==> src/rtl/dzvd_pkg.sv <==
// dzvd_pkg: shared constants and types for the delta zigzag varint decoder
// no dependencies; used by every module under rtl

package dzvd_pkg;

  // varint framing
  localparam int unsigned MaxGroups    = 10;
  localparam int unsigned GroupBits    = 7;
  localparam int unsigned ValueWidth   = 64;
  localparam int unsigned ByteWidth    = 8;
  localparam int unsigned GroupIdxW    = 4;
  localparam int unsigned ShiftW       = 6;

  // chunk configuration
  localparam int unsigned ChunkWidth   = 16;
  localparam logic [ChunkWidth-1:0] ChunkLengthReset = 16'd256;

  // default depth of the queue between front and back
  localparam int unsigned QueueDepthDefault = 4;

  // one finished varint as handed from front to back
  typedef struct packed {
    logic                  valid;
    logic [ValueWidth-1:0] varint;
  } varint_item_t;

  // zigzag mapping back to a two's complement delta
  function automatic logic [ValueWidth-1:0] zigzag_to_delta(input logic [ValueWidth-1:0] z);
    zigzag_to_delta = (z >> 1) ^ {ValueWidth{z[0]}};
  endfunction

endpackage

==> src/rtl/dzvd_front.sv <==
// dzvd_front: accepts encoded bytes and gathers 7-bit groups into a varint
// depends on dzvd_pkg; pushes each finished varint into dzvd_queue

module dzvd_front (
  input  logic                                 clk,
  input  logic                                 rst,
  input  logic [dzvd_pkg::ByteWidth-1:0]       data_byte,
  input  logic                                 byte_valid,
  output logic                                 byte_ready,
  input  logic                                 queue_full,
  output dzvd_pkg::varint_item_t               push
);

  logic [dzvd_pkg::ValueWidth-1:0] partial;
  logic [dzvd_pkg::ValueWidth-1:0] partial_next;
  logic [dzvd_pkg::GroupIdxW-1:0]  group_index;
  logic [dzvd_pkg::ShiftW-1:0]     pos;
  logic [dzvd_pkg::ValueWidth-1:0] group_shifted;
  logic                            take;
  logic                            last_byte;

  assign byte_ready = !queue_full;
  assign take       = byte_valid && byte_ready;

  // bit position of this group; the tenth group keeps only bit 0 at bit 63
  assign pos = dzvd_pkg::ShiftW'(group_index) * dzvd_pkg::ShiftW'(dzvd_pkg::GroupBits);
  assign group_shifted =
    {{(dzvd_pkg::ValueWidth-dzvd_pkg::GroupBits){1'b0}}, data_byte[dzvd_pkg::GroupBits-1:0]} << pos;
  assign partial_next = partial | group_shifted;

  // varint ends on a clear continuation bit or on the last allowed group
  assign last_byte = !data_byte[dzvd_pkg::ByteWidth-1] ||
                     (group_index == dzvd_pkg::GroupIdxW'(dzvd_pkg::MaxGroups - 1));

  assign push.valid  = take && last_byte;
  assign push.varint = partial_next;

  // gather state
  always_ff @(posedge clk) begin
    if (rst) begin
      partial     <= '0;
      group_index <= '0;
    end else if (take) begin
      if (last_byte) begin
        partial     <= '0;
        group_index <= '0;
      end else begin
        partial     <= partial_next;
        group_index <= group_index + dzvd_pkg::GroupIdxW'(1);
      end
    end
  end

endmodule

==> src/rtl/dzvd_queue.sv <==
// dzvd_queue: small fifo of finished varints between front and back
// depends on dzvd_pkg

module dzvd_queue #(
  parameter int unsigned DEPTH = dzvd_pkg::QueueDepthDefault
) (
  input  logic                              clk,
  input  logic                              rst,
  input  dzvd_pkg::varint_item_t            push,
  output logic                              full,
  input  logic                              pop,
  output dzvd_pkg::varint_item_t            head
);

  localparam int unsigned PtrW = (DEPTH > 1) ? $clog2(DEPTH) : 1;
  localparam int unsigned CntW = $clog2(DEPTH + 1);

  logic [dzvd_pkg::ValueWidth-1:0] mem [DEPTH];
  logic [PtrW-1:0] wr_ptr;
  logic [PtrW-1:0] rd_ptr;
  logic [CntW-1:0] count;
  logic            do_push;
  logic            do_pop;

  assign full        = (count == CntW'(DEPTH));
  assign do_push     = push.valid && !full;
  assign do_pop      = pop && (count != '0);
  assign head.valid  = (count != '0);
  assign head.varint = mem[rd_ptr];

  // storage
  always_ff @(posedge clk) begin
    if (do_push) begin
      mem[wr_ptr] <= push.varint;
    end
  end

  // pointers and fill count
  always_ff @(posedge clk) begin
    if (rst) begin
      wr_ptr <= '0;
      rd_ptr <= '0;
      count  <= '0;
    end else begin
      if (do_push) begin
        wr_ptr <= (wr_ptr == PtrW'(DEPTH - 1)) ? '0 : wr_ptr + PtrW'(1);
      end
      if (do_pop) begin
        rd_ptr <= (rd_ptr == PtrW'(DEPTH - 1)) ? '0 : rd_ptr + PtrW'(1);
      end
      if (do_push && !do_pop) begin
        count <= count + CntW'(1);
      end else if (do_pop && !do_push) begin
        count <= count - CntW'(1);
      end
    end
  end

endmodule

==> src/rtl/dzvd_back.sv <==
// dzvd_back: zigzag decode, running sum, chunk counting and output register
// depends on dzvd_pkg; takes varints from dzvd_queue

module dzvd_back (
  input  logic                                 clk,
  input  logic                                 rst,
  input  logic                                 cfg_we,
  input  logic [dzvd_pkg::ChunkWidth-1:0]      cfg_wdata,
  input  dzvd_pkg::varint_item_t               head,
  output logic                                 pop,
  output logic signed [dzvd_pkg::ValueWidth-1:0] decoded_value,
  output logic                                 chunk_end,
  output logic                                 result_valid,
  input  logic                                 result_ready
);

  logic [dzvd_pkg::ChunkWidth-1:0] chunk_length;
  logic [dzvd_pkg::ValueWidth-1:0] running_sum;
  logic [dzvd_pkg::ValueWidth-1:0] sum_next;
  logic [dzvd_pkg::ChunkWidth-1:0] values_in_chunk;
  logic [dzvd_pkg::ChunkWidth:0]   count_next;
  logic [dzvd_pkg::ChunkWidth:0]   limit;
  logic                            last;

  // take a varint whenever the output register is free or being drained
  assign pop = head.valid && (!result_valid || result_ready);

  assign sum_next   = running_sum + dzvd_pkg::zigzag_to_delta(head.varint);
  assign count_next = {1'b0, values_in_chunk} + (dzvd_pkg::ChunkWidth+1)'(1);
  // zero length means a full 16-bit wrap of values
  assign limit = (chunk_length == '0) ? {1'b1, {dzvd_pkg::ChunkWidth{1'b0}}}
                                      : {1'b0, chunk_length};
  assign last  = (count_next >= limit);

  // configuration register
  always_ff @(posedge clk) begin
    if (rst) begin
      chunk_length <= dzvd_pkg::ChunkLengthReset;
    end else if (cfg_we) begin
      chunk_length <= cfg_wdata;
    end
  end

  // running sum and chunk position
  always_ff @(posedge clk) begin
    if (rst) begin
      running_sum     <= '0;
      values_in_chunk <= '0;
    end else if (pop) begin
      running_sum     <= last ? '0 : sum_next;
      values_in_chunk <= last ? '0 : count_next[dzvd_pkg::ChunkWidth-1:0];
    end
  end

  // output register valid
  always_ff @(posedge clk) begin
    if (rst) begin
      result_valid <= 1'b0;
    end else if (pop) begin
      result_valid <= 1'b1;
    end else if (result_ready) begin
      result_valid <= 1'b0;
    end
  end

  // output payload
  always_ff @(posedge clk) begin
    if (pop) begin
      decoded_value <= sum_next;
      chunk_end     <= last;
    end
  end

endmodule

==> src/rtl/delta_zigzag_varint_decoder.sv <==
// delta_zigzag_varint_decoder: top level of the varint stream decoder
// depends on dzvd_pkg, dzvd_front, dzvd_queue, dzvd_back

// Decodes a byte stream of LEB128-style varints (7 bits per byte, least
// significant group first, up to ten bytes, only bit 0 of a tenth group kept),
// zigzag-maps each varint to a signed delta and emits the running sum of the
// deltas as a 64-bit two's complement value. The sum restarts at zero after
// chunk_length values (0 means 65536) and chunk_end marks the last value of
// each chunk. One byte is taken per clock cycle while the queue is not full;
// the varint's final byte is written into the queue, and the back's single
// 64-bit add then moves its sum into the output register once that register
// is free or being drained. The QUEUE_DEPTH-entry queue lets the byte side
// keep running while the result side stalls, until the queue fills. Write
// chunk_length only while idle.

module delta_zigzag_varint_decoder #(
  parameter int unsigned QUEUE_DEPTH = dzvd_pkg::QueueDepthDefault
) (
  input  logic                                   clk,
  input  logic                                   rst,
  input  logic                                   cfg_we,
  input  logic [dzvd_pkg::ChunkWidth-1:0]        cfg_wdata,
  input  logic [dzvd_pkg::ByteWidth-1:0]         data_byte,
  input  logic                                   byte_valid,
  output logic                                   byte_ready,
  output logic signed [dzvd_pkg::ValueWidth-1:0] decoded_value,
  output logic                                   chunk_end,
  output logic                                   result_valid,
  input  logic                                   result_ready
);

  dzvd_pkg::varint_item_t push;
  dzvd_pkg::varint_item_t head;
  logic                   queue_full;
  logic                   pop;

  // byte gathering
  dzvd_front u_front (
    .clk        (clk),
    .rst        (rst),
    .data_byte  (data_byte),
    .byte_valid (byte_valid),
    .byte_ready (byte_ready),
    .queue_full (queue_full),
    .push       (push)
  );

  // decoupling queue
  dzvd_queue #(
    .DEPTH (QUEUE_DEPTH)
  ) u_queue (
    .clk  (clk),
    .rst  (rst),
    .push (push),
    .full (queue_full),
    .pop  (pop),
    .head (head)
  );

  // delta accumulation and output
  dzvd_back u_back (
    .clk           (clk),
    .rst           (rst),
    .cfg_we        (cfg_we),
    .cfg_wdata     (cfg_wdata),
    .head          (head),
    .pop           (pop),
    .decoded_value (decoded_value),
    .chunk_end     (chunk_end),
    .result_valid  (result_valid),
    .result_ready  (result_ready)
  );

endmodule

==> config.mk <==
export PLATFORM = sky130hd
export DESIGN_NAME = delta_zigzag_varint_decoder
export DESIGN_NICKNAME = d
export VERILOG_FILES = /design/src/rtl/dzvd_pkg.sv /design/src/rtl/dzvd_front.sv /design/src/rtl/dzvd_queue.sv /design/src/rtl/dzvd_back.sv /design/src/rtl/delta_zigzag_varint_decoder.sv
export SDC_FILE = /design/constraint.sdc
export NUM_CORES = 1
export LEC_CHECK = 0
export BUFFER_PORTS_ARGS = -buffer_cell sky130_fd_sc_hd__buf_2
export CORE_ASPECT_RATIO = 0.5
export CORE_MARGIN = 2
export CORE_UTILIZATION = 25
export CTS_BUF_LIST = sky130_fd_sc_hd__clkbuf_2 sky130_fd_sc_hd__clkbuf_4 sky130_fd_sc_hd__clkbuf_8
export DETAILED_ROUTE_END_ITERATION = 6
export SYNTH_ARGS = -nofsm -noshare
export SYNTH_HDL_FRONTEND = slang
export SYNTH_SLANG_ARGS = --single-unit
==> constraint.sdc <==
create_clock -name clk -period 9.4 [get_ports clk]
set_input_delay 0.47 -clock clk [delete_from_list [all_inputs] [get_ports clk]]
set_output_delay 0.47 -clock clk [all_outputs]
set_load 0.1 [all_outputs]
==> qor.yml <==
status: "finished, final reports clean"
hp-start: "cfg_wdata[14]"
rsz0062_at_grt: "false"
wl_per_cell_um: 17.5
rr_worst_depth: 14
synth_area_leaders: "edfxtp_1, dfxtp_1, mux4_2, ha_1, xor2_1"
worst_r2r_endpoint: "u_back.decoded_value[61]"
track_usage_pct: 11.5
totalWireLength_mm: 57.2
min_period_ps: 5350
die_width_um: 437
htreeDepth: 3
syn_nets: 1979
dpl.cell_count: 3115
synth-main-ff-cell: "edfxtp_1"
core_um2: 92900
final_nets: 2080
finalNonFillerCells: 3270
drv_slew: 0
die_h_um: 220
cts_buffers: 82
cp-end-kind: "flop"
grt_pass1_vias: 14865
clkSinkCount: 495
dpl.hpwl_mm: 39.1
relSlewSlack_pct: 29.7
fin_worst_skew_ps: 23.5
post_cts_buffers: 0
grt_pass1_wl_mm: 87.4
setup_viol: 0
via_count: 15260
path_cells: "mux4_4, buf_4, xor2_1, ha_1, nand4_1, or3_1, nor4_1, nand2_1, o211ai_2, o21ai_2, o21ai_4, a211oi_1, nor3_1, nor2_1"
yosys.area.top_type: "edfxtp_1"
area_growth_pct: 15.5
ant_nets: 0
grt-ovfl-total: 0
ys_ff_latch: 495
synth.top_cell.area_share_pct: 41.2
final_util_pct: 29.1
clock_latency_ps: 660
hold_class: "in2reg"
drtPass1Iterations: 6
max_freq_ghz: 0.187
post-route-period-util_pct: 56.9
worstPathRequired_ps: 9790
synth_area_per_cell_um2: 12.7
min_to: "u_back.chunk_length[14]"
drt_iter0_drc: 1198
gp_congestion: 0.881
rows: 79
setup_tns_ps: 0
via_per_inst: 4.67
start_kind: "flop"
syn_inst: 1844
synthesis.area_um2: 23400
hold_violations: 0
crit_slowest_cell: "dfxtp_4"
cts_root_buf: "clkbuf_8"
synth_edf_count: 321
dieArea_um2: 96300
diodes: 0
initial_utilization_pct: 25.2
synthArstFlopShare_pct: 0
cts_tree: "done"
post_cts_resized: 0
critical_path_class: "reg2reg"
r2r_slack_ps: 4050
synth_warnings: 0
synth_cell_type_count: 78
cts.path.max_buffers: 3
cpPeakStageDelay_ps: 790
route.detailed.drc: 0
port_buffers: 95
holdWs_ps: 55.0
antenna_found_initial: 0
maxCapViolations: 0
hold_depth: 3
pin_count: 96
grt_start_max_net_pins: 72
critPathArrivalTime_ps: 5740
worstMarginPinSlew_ps: 1050
clkTransAtPathRegs_ps: 60
ys_seq_area_share_pct: 56.0
path_max_fanout: 62
drive_gt1_share_pct: 18.3
[area by class of cell]
class                           instances  area, µm²
Inverter                               59        223
Multi-Input combinational cell       1193       9710
Fill cell                            9430      65900
Tap cell                             1255       1570
Sequential cell                       495      13100
Clock buffer                          132       1600
Clock inverter                         22        190
Timing Repair Buffer                  114        621
[sequential cells by signal, indices dropped and copies added (netlist names), named ones only]
register and cells:
u_queue.rd_ptr 2, u_back.decoded_value 64, u_queue.wr_ptr 2, u_front.group_index 4
u_front.partial 64, u_queue.mem 256, u_back.values_in_chunk 16, u_back.result_valid 1
u_back.chunk_end 1, u_queue.count 3, u_back.running_sum 64, u_back.chunk_length 16
[per-stage QoR]
stage / instance area (µm²) / setup WS, ps
floorplan: 23400 / 5030
global placement: 25200 / 3930
detailed placement: 25200 / 3920
CTS: 27000 / 3880
global route: 27000 / 3650
finish: 27000 / 4050
[cell usage after synthesis (18+ instances only)]
cell / number
o21ai_0: 51
clkbuf_1: 73
o21bai_1: 19
ha_1: 100
nand4_1: 24
inv_1: 57
xnor2_1: 41
mux2i_1: 28
edfxtp_1: 321
a22oi_1: 21
a21o_1: 83
mux4_2: 64
nor2_1: 93
a22o_1: 28
nor3_1: 18
dfxtp_1: 174
xor2_1: 100
nand3_1: 36
a21oi_1: 122
nand2_1: 99
o211a_1: 65
[worst max-delay path by stage]
stage	startpoint	endpoint	cells past startpoint
after CTS	flop	u_back.decoded_value[61]	14
after floorplan	flop	u_back.decoded_value[58]	17
after global placement	flop	u_back.decoded_value[61]	14
after detailed placement	flop	u_back.decoded_value[61]	14
final	flop	u_back.decoded_value[61]	14
after global routing	flop	u_back.decoded_value[61]	14
[worst max-delay path, delay by kind of cell (launching register included)]
family | cells | cell delay, ps
compound gates | 4 | 650
mux | 1 | 760
fa+ha+maj | 1 | 510
flops | 1 | 790
xor+xnor | 1 | 340
buf+inv | 1 | 420
simple gates | 6 | 1600
[metal layers]
layer	vias to the layer above	wire length, µm	GRT usage [%]
li1	7231	-	-
met5	-	0	0
met3	93	2330	1.76
met4	0	1680	4.29
met2	366	26500	18.6
met1	7570	26700	15.8
[logic make-up (layout without fill, tap and decap cells)]
| logic type | count (synthesis) | after routing | share of synthesized area (%) |
|---|---|---|---|
| fa+ha+maj | 106 | 106 | 5.85 |
| xor+xnor | 141 | 141 | 5.27 |
| buf+inv | 156 | 327 | 2.59 |
| compound gates | 489 | 489 | 15.2 |
| simple gates | 359 | 359 | 7.46 |
| mux | 98 | 98 | 7.64 |
| flops | 495 | 495 | 56.0 |
[placed cells by master (no fill, tap or decap), types with 11 or more instances in the layout]
cell / synthesis / layout
clkbuf_8: 0 / 98
inv_1: 57 / 57
dfxtp_1: 174 / 172
o211a_1: 65 / 65
nor3_1: 18 / 18
nand3_1: 36 / 36
a22o_1: 28 / 28
nand2_1: 99 / 99
o21bai_1: 19 / 19
and3_1: 16 / 12
o21ai_0: 51 / 51
mux2i_1: 28 / 28
xnor2_1: 41 / 41
xor2_1: 100 / 100
nand2b_1: 12 / 12
nor2b_1: 12 / 12
mux4_2: 64 / 63
a21oi_1: 122 / 122
nor2_1: 93 / 91
nand4_1: 24 / 24
ha_1: 100 / 100
buf_4: 0 / 18
a22oi_1: 21 / 21
a21o_1: 83 / 83
buf_2: 11 / 95
edfxtp_1: 321 / 321
o21ai_1: 13 / 13
nand3b_1: 11 / 11
clkbuf_4: 0 / 34
[timing repair]
action                                 CTS  global route
hold buffers                             1             0
endpoints found under the hold margin    1             0
setup endpoints to repair                0             0
Power is not shown: default switching activity piles up to over one toggle a cycle in this logic, so the estimate is an artifact.
